--- config.mk ---
export PLATFORM = sky130hd
export DESIGN_NAME = sha256_stream_hasher_top_flat
export DESIGN_NICKNAME = d
export VERILOG_FILES = /design/src/sha_pkg.sv /design/src/sha_stream_if.sv /design/src/sha256_stream_hasher_top.sv /design/src/flat_wrapper.sv
export VERILOG_INCLUDE_DIRS = /design/src /design/src/src
export SDC_FILE = /design/constraint.sdc
export NUM_CORES = 2
export LEC_CHECK = 0
export BUFFER_PORTS_ARGS = -buffer_cell sky130_fd_sc_hd__buf_2
export CORE_ASPECT_RATIO = 1.4
export CORE_MARGIN = 2
export CORE_UTILIZATION = 55
export CTS_BUF_LIST = sky130_fd_sc_hd__clkbuf_16
export CTS_CLUSTER_DIAMETER = 150
export CTS_CLUSTER_SIZE = 20
export DETAILED_ROUTE_END_ITERATION = 10
export GPL_ROUTABILITY_DRIVEN = 0
export GPL_TIMING_DRIVEN = 0
export PLACE_DENSITY = 0.7
export REMOVE_ABC_BUFFERS = 1
export SETUP_SLACK_MARGIN = 0.4
export SLEW_MARGIN = 20
export SYNTH_ARGS = -nofsm -noshare
export SYNTH_HDL_FRONTEND = slang
export SYNTH_SLANG_ARGS = --single-unit
--- constraint.sdc ---
create_clock -name clk -period 8.8 [get_ports clk]
set_input_delay 0.88 -clock clk [delete_from_list [all_inputs] [get_ports clk]]
set_output_delay 0.88 -clock clk [all_outputs]
set_load 0.05 [all_outputs]
--- src/sha256_stream_hasher_top_macros.svh ---
// Assertion macros for the SHA-256 stream hasher.
// No dependencies; included inside module bodies.
`ifndef SHA256_STREAM_HASHER_TOP_MACROS_SVH
`define SHA256_STREAM_HASHER_TOP_MACROS_SVH
// Implication check under reset.
`define SHA_ASSERT_IMP(label, ante, cons) \
	label: assert property (@(posedge clk) disable iff (!arst_n) (ante) |-> (cons)) \
		else $error("assertion failed");
// Next-cycle implication check under reset.
`define SHA_ASSERT_NXT(label, ante, cons) \
	label: assert property (@(posedge clk) disable iff (!arst_n) (ante) |=> (cons)) \
		else $error("assertion failed");
`endif

--- src/sha_pkg.sv ---
// Package for the SHA-256 stream hasher: modes, states, round constants.
// No dependencies.
package sha_pkg;
	typedef enum logic [1:0] {
		MODE_INIT = 2'd0,
		MODE_DATA = 2'd1,
		MODE_SNAP = 2'd2,
		MODE_NONE = 2'd3
	} mode_t;

	typedef enum logic [2:0] {
		ST_IDLE,
		ST_LOAD,
		ST_ROUND,
		ST_FOLD,
		ST_OUT
	} state_t;

	typedef struct packed {
		logic [1:0] mode;
		logic [7:0] data_byte;
	} in_item_t;

	typedef struct packed {
		logic [31:0] digest_word;
		logic [2:0]  word_index;
		logic        last;
	} out_item_t;

	localparam logic [7:0] PAD_MARK = 8'h80;
	localparam logic [5:0] LEN_POS  = 6'd56;

	localparam logic [31:0] INIT_H [8] = '{
		32'h6a09e667, 32'hbb67ae85, 32'h3c6ef372, 32'ha54ff53a,
		32'h510e527f, 32'h9b05688c, 32'h1f83d9ab, 32'h5be0cd19};

	localparam logic [31:0] ROUND_K [64] = '{
		32'h428a2f98, 32'h71374491, 32'hb5c0fbcf, 32'he9b5dba5,
		32'h3956c25b, 32'h59f111f1, 32'h923f82a4, 32'hab1c5ed5,
		32'hd807aa98, 32'h12835b01, 32'h243185be, 32'h550c7dc3,
		32'h72be5d74, 32'h80deb1fe, 32'h9bdc06a7, 32'hc19bf174,
		32'he49b69c1, 32'hefbe4786, 32'h0fc19dc6, 32'h240ca1cc,
		32'h2de92c6f, 32'h4a7484aa, 32'h5cb0a9dc, 32'h76f988da,
		32'h983e5152, 32'ha831c66d, 32'hb00327c8, 32'hbf597fc7,
		32'hc6e00bf3, 32'hd5a79147, 32'h06ca6351, 32'h14292967,
		32'h27b70a85, 32'h2e1b2138, 32'h4d2c6dfc, 32'h53380d13,
		32'h650a7354, 32'h766a0abb, 32'h81c2c92e, 32'h92722c85,
		32'ha2bfe8a1, 32'ha81a664b, 32'hc24b8b70, 32'hc76c51a3,
		32'hd192e819, 32'hd6990624, 32'hf40e3585, 32'h106aa070,
		32'h19a4c116, 32'h1e376c08, 32'h2748774c, 32'h34b0bcb5,
		32'h391c0cb3, 32'h4ed8aa4a, 32'h5b9cca4f, 32'h682e6ff3,
		32'h748f82ee, 32'h78a5636f, 32'h84c87814, 32'h8cc70208,
		32'h90befffa, 32'ha4506ceb, 32'hbef9a3f7, 32'hc67178f2};
endpackage

--- src/sha_stream_if.sv ---
// Valid/ready channel interface carrying one payload item.
// Generic over the payload type; used with sha_pkg structs.
interface sha_stream_if #(parameter type payload_t = logic) ();
	logic     valid;
	logic     ready;
	payload_t payload;
	modport source (output valid, output payload, input ready);
	modport sink (input valid, input payload, output ready);
endinterface

--- src/sha256_stream_hasher_top.sv ---
// SHA-256 stream hasher: init, append byte, snapshot digest; one shared round unit.
// Init and data bytes are taken in idle; the 64th byte of a block also runs load, rounds, fold.
// Snapshot: 1 or 2 compressions, then 8 digest items one per cycle while out_ch is ready.
// Rate set by the single round datapath: one SHA-256 round per clock.
// arst_n clears control state and loads the initial hash value; no item is
// taken until the block is back in idle.
module sha256_stream_hasher_top (
	input logic clk,
	input logic arst_n,
	sha_stream_if.sink   in_ch,
	sha_stream_if.source out_ch
);
	import sha_pkg::*;

	// Streaming state.
	logic [31:0] hash_q [8];
	logic [63:0] bitlen_q;
	logic [5:0]  fill_q;
	// Block buffer as 16 big-endian words, written a byte at a time.
	logic [31:0] buf_q [16];

	// Compression datapath.
	logic [31:0] acc_q [8];   // hash being updated (main or snapshot copy)
	logic [31:0] v_q [8];     // working variables a..h
	logic [31:0] w_q [16];    // message window / block being compressed
	logic [5:0]  rnd_q;
	logic        snap_q;      // compression belongs to a snapshot
	logic        second_q;    // snapshot needs a second (length) block
	logic [2:0]  oidx_q;

	state_t state_q, state_d;

	logic acc_in;
	assign acc_in = in_ch.valid && in_ch.ready;
	assign in_ch.ready = (state_q == ST_IDLE);

	// Padded block for a snapshot, built from the buffer and fill count.
	logic [31:0] pad_w [16];
	logic        two_blk;
	assign two_blk = (fill_q >= 6'd56);
	always_comb begin
		for (int i = 0; i < 16; i++) begin
			for (int b = 0; b < 4; b++) begin
				logic [5:0] pos;
				pos = 6'(i * 4 + b);
				if (pos < fill_q)
					pad_w[i][31 - 8*b -: 8] = buf_q[i][31 - 8*b -: 8];
				else if (pos == fill_q)
					pad_w[i][31 - 8*b -: 8] = PAD_MARK;
				else
					pad_w[i][31 - 8*b -: 8] = 8'h00;
			end
		end
		if (!two_blk) begin
			pad_w[14] = bitlen_q[63:32];
			pad_w[15] = bitlen_q[31:0];
		end
	end

	// One round: schedule word and state update.
	logic [31:0] wt, x15, x2, sg0, sg1, e, a, big1, chs, p1, big0, mj;
	always_comb begin
		x15 = w_q[1];
		x2  = w_q[14];
		sg0 = {x15[6:0], x15[31:7]} ^ {x15[17:0], x15[31:18]} ^ (x15 >> 3);
		sg1 = {x2[16:0], x2[31:17]} ^ {x2[18:0], x2[31:19]} ^ (x2 >> 10);
		wt  = (rnd_q < 6'd16) ? w_q[0] : (w_q[0] + sg0 + w_q[9] + sg1);
		e = v_q[4];
		a = v_q[0];
		big1 = {e[5:0], e[31:6]} ^ {e[10:0], e[31:11]} ^ {e[24:0], e[31:25]};
		chs  = (e & v_q[5]) ^ (~e & v_q[6]);
		p1   = v_q[7] + big1 + chs + ROUND_K[rnd_q] + wt;
		big0 = {a[1:0], a[31:2]} ^ {a[12:0], a[31:13]} ^ {a[21:0], a[31:22]};
		mj   = (a & v_q[1]) ^ (a & v_q[2]) ^ (v_q[1] & v_q[2]);
	end

	// Next state.
	always_comb begin
		state_d = state_q;
		case (state_q)
			ST_IDLE: begin
				if (acc_in && in_ch.payload.mode == MODE_SNAP)
					state_d = ST_LOAD;
				else if (acc_in && in_ch.payload.mode == MODE_DATA && fill_q == 6'd63)
					state_d = ST_LOAD;
			end
			ST_LOAD:  state_d = ST_ROUND;
			ST_ROUND: if (rnd_q == 6'd63) state_d = ST_FOLD;
			ST_FOLD: begin
				if (!snap_q)      state_d = ST_IDLE;
				else if (second_q) state_d = ST_LOAD;
				else              state_d = ST_OUT;
			end
			ST_OUT: if (out_ch.ready && oidx_q == 3'd7) state_d = ST_IDLE;
			default: state_d = ST_IDLE;
		endcase
	end

	// Outputs.
	always_comb begin
		out_ch.valid = (state_q == ST_OUT);
		out_ch.payload.digest_word = acc_q[oidx_q];
		out_ch.payload.word_index  = oidx_q;
		out_ch.payload.last        = (oidx_q == 3'd7);
	end

	always_ff @(posedge clk or negedge arst_n) begin
		if (!arst_n) begin
			state_q  <= ST_IDLE;
			for (int i = 0; i < 8; i++) hash_q[i] <= INIT_H[i];
			bitlen_q <= '0;
			fill_q   <= '0;
			rnd_q    <= '0;
			snap_q   <= 1'b0;
			second_q <= 1'b0;
			oidx_q   <= '0;
		end else begin
			state_q <= state_d;
			case (state_q)
				ST_IDLE: begin
					if (acc_in) begin
						case (in_ch.payload.mode)
							MODE_INIT: begin
								for (int i = 0; i < 8; i++) hash_q[i] <= INIT_H[i];
								bitlen_q <= '0;
								fill_q   <= '0;
							end
							MODE_DATA: begin
								bitlen_q <= bitlen_q + 64'd8;
								fill_q   <= fill_q + 6'd1;
								snap_q   <= 1'b0;
								second_q <= 1'b0;
								for (int i = 0; i < 8; i++) acc_q[i] <= hash_q[i];
							end
							MODE_SNAP: begin
								snap_q   <= 1'b1;
								second_q <= two_blk;
								for (int i = 0; i < 8; i++) acc_q[i] <= hash_q[i];
								for (int i = 0; i < 16; i++) w_q[i] <= pad_w[i];
							end
							default: ;
						endcase
					end
				end
				ST_LOAD: begin
					// Data blocks take the freshly completed buffer.
					if (!snap_q)
						for (int i = 0; i < 16; i++) w_q[i] <= buf_q[i];
					for (int i = 0; i < 8; i++) v_q[i] <= acc_q[i];
					rnd_q <= '0;
				end
				ST_ROUND: begin
					for (int i = 0; i < 15; i++) w_q[i] <= w_q[i+1];
					w_q[15] <= wt;
					v_q[7] <= v_q[6]; v_q[6] <= v_q[5]; v_q[5] <= v_q[4];
					v_q[4] <= v_q[3] + p1;
					v_q[3] <= v_q[2]; v_q[2] <= v_q[1]; v_q[1] <= v_q[0];
					v_q[0] <= p1 + big0 + mj;
					rnd_q <= rnd_q + 6'd1;
				end
				ST_FOLD: begin
					for (int i = 0; i < 8; i++) begin
						acc_q[i] <= acc_q[i] + v_q[i];
						if (!snap_q) hash_q[i] <= hash_q[i] + v_q[i];
					end
					if (second_q) begin
						// Length-only block after an overflowing pad.
						for (int i = 0; i < 14; i++) w_q[i] <= '0;
						w_q[14] <= bitlen_q[63:32];
						w_q[15] <= bitlen_q[31:0];
						second_q <= 1'b0;
					end
					oidx_q <= '0;
				end
				ST_OUT: if (out_ch.ready) oidx_q <= oidx_q + 3'd1;
				default: ;
			endcase
		end
	end

	// Byte buffer write; no reset (entries past the fill count are masked).
	always_ff @(posedge clk) begin
		if (state_q == ST_IDLE && acc_in && in_ch.payload.mode == MODE_DATA)
			buf_q[fill_q[5:2]][31 - 8*fill_q[1:0] -: 8] <= in_ch.payload.data_byte;
	end

	`include "sha256_stream_hasher_top_macros.svh"
	`SHA_ASSERT_IMP(a_ready_idle, in_ch.ready, state_q == ST_IDLE)
	`SHA_ASSERT_NXT(a_round_done, state_q == ST_ROUND && rnd_q == 6'd63, state_q == ST_FOLD)
	`SHA_ASSERT_IMP(a_out_snap, out_ch.valid, snap_q && !second_q)
	`SHA_ASSERT_NXT(a_load_round, state_q == ST_LOAD, state_q == ST_ROUND && rnd_q == 6'd0)
endmodule

--- src/flat_wrapper.sv ---
// flat-port wrapper written by rule: the top's interface ports become plain ports
module sha256_stream_hasher_top_flat import sha_pkg::*;
  (clk, arst_n, in_ch_valid, in_ch_payload, in_ch_ready, out_ch_valid, out_ch_payload, out_ch_ready);
  sha_stream_if #(.payload_t(in_item_t)) in_ch_i ();
  sha_stream_if #(.payload_t(out_item_t)) out_ch_i ();
  input logic clk;
  input logic arst_n;
  input wire logic [$bits(in_ch_i.valid)-1:0] in_ch_valid;
  input wire logic [$bits(in_ch_i.payload)-1:0] in_ch_payload;
  output wire logic [$bits(in_ch_i.ready)-1:0] in_ch_ready;
  output wire logic [$bits(out_ch_i.valid)-1:0] out_ch_valid;
  output wire logic [$bits(out_ch_i.payload)-1:0] out_ch_payload;
  input wire logic [$bits(out_ch_i.ready)-1:0] out_ch_ready;
  assign in_ch_i.valid = in_ch_valid;
  assign in_ch_i.payload = in_ch_payload;
  assign in_ch_ready = in_ch_i.ready;
  assign out_ch_valid = out_ch_i.valid;
  assign out_ch_payload = out_ch_i.payload;
  assign out_ch_i.ready = out_ch_ready;
  sha256_stream_hasher_top u_core (.clk(clk), .arst_n(arst_n), .in_ch(in_ch_i), .out_ch(out_ch_i));
endmodule
==> Implementation_results.wiki <==
{| class="wikitable"
! Metric !! Value
|-
| Outcome || finished, violations left
|-
| Violated checks || setup timing
|-
| Clock Skews || 0.0518 ns
|-
| Final critical-path share of the clock period || 106%
|-
| #FFs+latches synth || 1873
|-
| Wire length on met3 || 33500 um
|-
| Transition time at the pin with the least slew margin || 1.19 ns
|-
| Routed metal-1 wirelength || 132000 um
|-
| Cell type with the highest aggregate area in the netlist || sky130_fd_sc_hd__edfxtp_1
|-
| Yosys cell types || 91
|-
| Number of warnings reported in the yosys synthesis log || 0
|-
| Critical register-to-register path startpoint || u_core.w_q[14][20]$_DFFE_PP_
|-
| Max-Slew Margin vs Limit || 18.5%
|-
| Startpoint of the most critical setup path || u_core.w_q[14][20]$_DFFE_PP_
|-
| Highest fanout seen on the critical path || 5
|-
| TritonCTS clock tree || built
|-
| Number of flops mapped to enable cells by yosys || 1408
|-
| Global-route usage over all layers || 36.0%
|-
| Dominant synthesized flop cell || sky130_fd_sc_hd__edfxtp_1
|-
| Total die area || 210000 um^2
|-
| Global-route wire length before repair || 568000 um
|-
| Syn-to-layout area delta || 8.63%
|-
| Data arrival time of the critical path || 9.86 ns
|-
| CTS root buf || sky130_fd_sc_hd__clkbuf_16
|-
| Height of the die || 542 um
|-
| Horizontal die dimension || 388 um
|-
| Endpoint required time on the critical path || 9.34 ns
|-
| Critical-path cell with the highest stage delay || sky130_fd_sc_hd__fa_1
|-
| Clock-pin slew on the worst setup and hold paths || 0.09 ns
|-
| WL/cell || 28.4 um
|-
| Leading cell types by total area after synthesis || sky130_fd_sc_hd__edfxtp_1 37%, sky130_fd_sc_hd__ha_1 7.1%, sky130_fd_sc_hd__nand2_1 5.0%, sky130_fd_sc_hd__dfrtp_1 4.4%, sky130_fd_sc_hd__xnor2_1 3.7%
|-
| Worst-case setup margin in the final layout || -0.513 ns
|-
| Max-Cap Viols || 0
|-
| Yosys top cell area share || 37.2%
|-
| Drt initial violations || 10.5k
|-
| Total iterations of the first detailed-routing run || 11
|-
| Category of the most critical setup path || register to register
|-
| Launching element type of the critical path || register
|-
| Final setup violation count || 7
|-
| Post-Synthesis Cell Area || 114000 um^2
|-
| IO Pins || 52
|-
| Proportion of synthesized area in mux cells || 2.33%
|-
| Total number of placement rows || 197
|-
| Layout cells sized above 1 || 8.87%
|-
| Remaining Overflow, GRT || 0
|-
| Destination of the critical timing path || u_core.v_q[0][31]$_DFFE_PP_
|-
| Final Hold Violating Endpoints || 0
|-
| Post-synthesis xor/xnor area fraction || 6.21%
|-
| Fraction of synthesis flops using an asynchronous set or reset pin || 18.0%
|-
| Fin Setup TNS || -1.47 ns
|-
| Initial Utilization || 55.3%
|-
| Largest net degree at the start of global routing || 97
|-
| Count of unresolved DRC violations after routing || 0
|-
| Shortest period the worst path allows || 9.31 ns
|-
| R2r endpoint || u_core.v_q[0][31]$_DFFE_PP_
|-
| Type of the most critical hold path || register to register
|-
| Maximum clock insertion buffer count || 3
|-
| Initial antenna violation count || 14
|-
| Clock latency reported for the late side of the worst-skew pair || 0.82 ns
|-
| Register-to-register setup slack || -0.51 ns
|-
| Setup repair after global routing missed its margin || true
|-
| Num Clock Sinks || 1873
|-
| Dominant combinational cell family by area after synthesis || compound AO/OA/AOI/OAI gates
|-
| Most frequent cell on the critical path || sky130_fd_sc_hd__a21oi_2
|-
| Via count of the first global-routing pass || 89.0k
|-
| Dpl hpwl || 278000 um
|-
| R2r worst-path depth || 40
|-
| TritonCTS buffer count || 103
|-
| Antenna Nets Post-Route || 0
|-
| Top sig layer || met5
|-
| FMAX || 107 MHz
|-
| CORE AREA || 206000 um^2
|-
| Aggregate routed wire length || 387000 um
|-
| H-tree level count || 3
|-
| Number of max-slew violations in the final report || 0
|-
| Number of nets in the final layout || 11.7k
|-
| Average cell area after synthesis || 10.3 um^2
|-
| Max stage delay on crit path || 0.54 ns
|-
| Compound-gate portion of the synthesized area || 18.1%
|-
| Hold path startpoint || u_core.w_q[9][23]$_SDFFE_PP0P_
|-
| Post-synthesis sequential area ratio || 47.0%
|-
| Worst setup EP type || register
|-
| Share of synthesized cell area in and, or, nand and nor gates || 12.1%
|-
| Synthesized-area fraction occupied by adder cells || 10.9%
|-
| IO Port Bufs || 51
|-
| Metal2 WL || 176000 um
|-
| Via/cell ratio || 6.65
|-
| FILL cells || 16.8k
|-
| Via count || 90.6k
|-
| Number of instances in the synthesized netlist || 11.0k
|}
layout by cell type, fill, tap and decap left out, types with 53 or more instances in the layout:
cell,count
sky130_fd_sc_hd__dfxtp_1,128
sky130_fd_sc_hd__dfstp_2,136
sky130_fd_sc_hd__and3_1,110
sky130_fd_sc_hd__a221oi_1,129
sky130_fd_sc_hd__nand2b_1,95
sky130_fd_sc_hd__a211oi_1,113
sky130_fd_sc_hd__dfrtp_1,188
sky130_fd_sc_hd__o21ai_0,763
sky130_fd_sc_hd__edfxtp_1,1408
sky130_fd_sc_hd__buf_2,53
sky130_fd_sc_hd__ha_1,606
sky130_fd_sc_hd__buf_16,57
sky130_fd_sc_hd__o21a_1,80
sky130_fd_sc_hd__xnor2_1,458
sky130_fd_sc_hd__nor2b_1,77
sky130_fd_sc_hd__inv_1,534
sky130_fd_sc_hd__a21o_1,333
sky130_fd_sc_hd__a22o_1,295
sky130_fd_sc_hd__nand2_1,1507
sky130_fd_sc_hd__buf_4,97
sky130_fd_sc_hd__nor3_1,217
sky130_fd_sc_hd__mux4_2,69
sky130_fd_sc_hd__o21ai_1,64
sky130_fd_sc_hd__fa_1,199
sky130_fd_sc_hd__a21oi_1,641
sky130_fd_sc_hd__a31oi_1,88
sky130_fd_sc_hd__o31ai_1,57
sky130_fd_sc_hd__xor2_1,317
sky130_fd_sc_hd__nand3_1,177
sky130_fd_sc_hd__mux2i_1,57
sky130_fd_sc_hd__clkbuf_16,104
sky130_fd_sc_hd__nor2_1,664
sky130_fd_sc_hd__o21bai_1,89
cell usage after synthesis (119+ instances only):
library cell and instances:
sky130_fd_sc_hd__a21oi_1 695, sky130_fd_sc_hd__fa_1 203, sky130_fd_sc_hd__o21ai_0 809, sky130_fd_sc_hd__nand3_1 184, sky130_fd_sc_hd__xnor2_1 481, sky130_fd_sc_hd__ha_1 648
sky130_fd_sc_hd__nand2_1 1523, sky130_fd_sc_hd__dfrtp_1 201, sky130_fd_sc_hd__clkbuf_1 464, sky130_fd_sc_hd__a221oi_1 129, sky130_fd_sc_hd__a22o_1 295, sky130_fd_sc_hd__nor2_1 686
sky130_fd_sc_hd__dfxtp_1 128, sky130_fd_sc_hd__and3_1 119, sky130_fd_sc_hd__a211oi_1 120, sky130_fd_sc_hd__inv_1 461, sky130_fd_sc_hd__dfstp_2 136, sky130_fd_sc_hd__xor2_1 324
sky130_fd_sc_hd__nor3_1 222, sky130_fd_sc_hd__edfxtp_1 1408, sky130_fd_sc_hd__a21o_1 334
how the worst min path moves through the flow:
stage | to | slack [ns] | cells past startpoint
after floorplan | u_core.w_q[9][15]$_SDFFE_PP0P_ | 0.43 | 2
after global placement | u_core.w_q[9][15]$_SDFFE_PP0P_ | 0.44 | 2
after detailed placement | u_core.w_q[8][31]$_SDFFE_PP0P_ | 0.45 | 2
after CTS | u_core.state_q[2]$_DFFE_PN0P_ | 0.43 | 3
after global routing | u_core.state_q[2]$_DFFE_PN0P_ | 0.47 | 3
final | u_core.w_q[9][23]$_SDFFE_PP0P_ | 0.47 | 2
worst max-delay path: cells and delay by family (launching register included):
family / cells / cell delay (ns)
fa+ha+maj: 8 / 3.04
xor+xnor: 6 / 1.01
buf+inv: 2 / 0.19
flops: 1 / 0.52
compound gates: 19 / 3.74
simple gates: 5 / 0.54
registers in the layout, indices dropped and copies added (netlist names):
signal           count
u_core.buf_q       512
u_core.w_q         512
u_core.acc_q       256
u_core.hash_q      256
u_core.v_q         256
u_core.bitlen_q     61
u_core.fill_q        6
u_core.rnd_q         6
u_core.oidx_q        3
u_core.state_q       3
u_core.second_q      1
u_core.snap_q        1
routing by layer:
layer  vias to the layer above  GRT usage [%]
met1                     43800           40.3
met2                      5139           57.3
met3                      1768           7.21
met5                         -              0
met4                        10           34.3
li1                      39900              -
logic make-up (layout without fill, tap and decap cells):
logic type      Yosys count  in the layout
buf+inv                 990            919
other cells               0              8
compound gates         3134           3134
flops                  1873           1873
fa+ha+maj               870            870
mux                     173            173
simple gates           3148           3148
xor+xnor                805            805
metrics by stage:
step / setup slack [ns] / cell area (um^2) / cells / hold slack [ns] / utilization, %
after floorplan: -27.92 / 112000 / 10500 / 0.432 / -
after global placement: -92.42 / 115000 / 13200 / 0.440 / 56.1
after detailed placement: -3.19 / 118000 / 13300 / 0.450 / 57.3
after CTS: -0.307 / 122000 / 13600 / 0.426 / 59.5
after global routing: -0.685 / 123000 / 13600 / 0.469 / 60.0
final: -0.513 / 123000 / 13600 / 0.468 / 60.0
what timing repair did:
| item | 4_1_cts | 5_1_grt |
|---|---|---|
| setup buffers | 71 | 33 |
| resized for setup | 197 | 159 |
| setup endpoints to repair | 55 | 30 |
| endpoints found under the hold margin | 19 | 0 |
| hold buffers | 1 | 0 |
| cloned | 2 | 1 |
| pin swaps | 89 | 110 |
cell type report:
class                   count  area [um^2]  share of cell area, %
multi-input cells        8130        58300                   47.2
flip-flops and latches   1873        53500                   43.3
diodes                      8         20.0                 0.0162
inverters                 461         1770                   1.44
repair buffers            262         3480                   2.82
clock inverters            92          460                  0.373
repair inverters            1         5.00                0.00406
clock buffers             103         2580                   2.09
well taps                2686         3360                   2.72
Power is left out: the tool's default activity adds up to more than one toggle a clock period on the data nets, which glitch-free logic cannot reach.
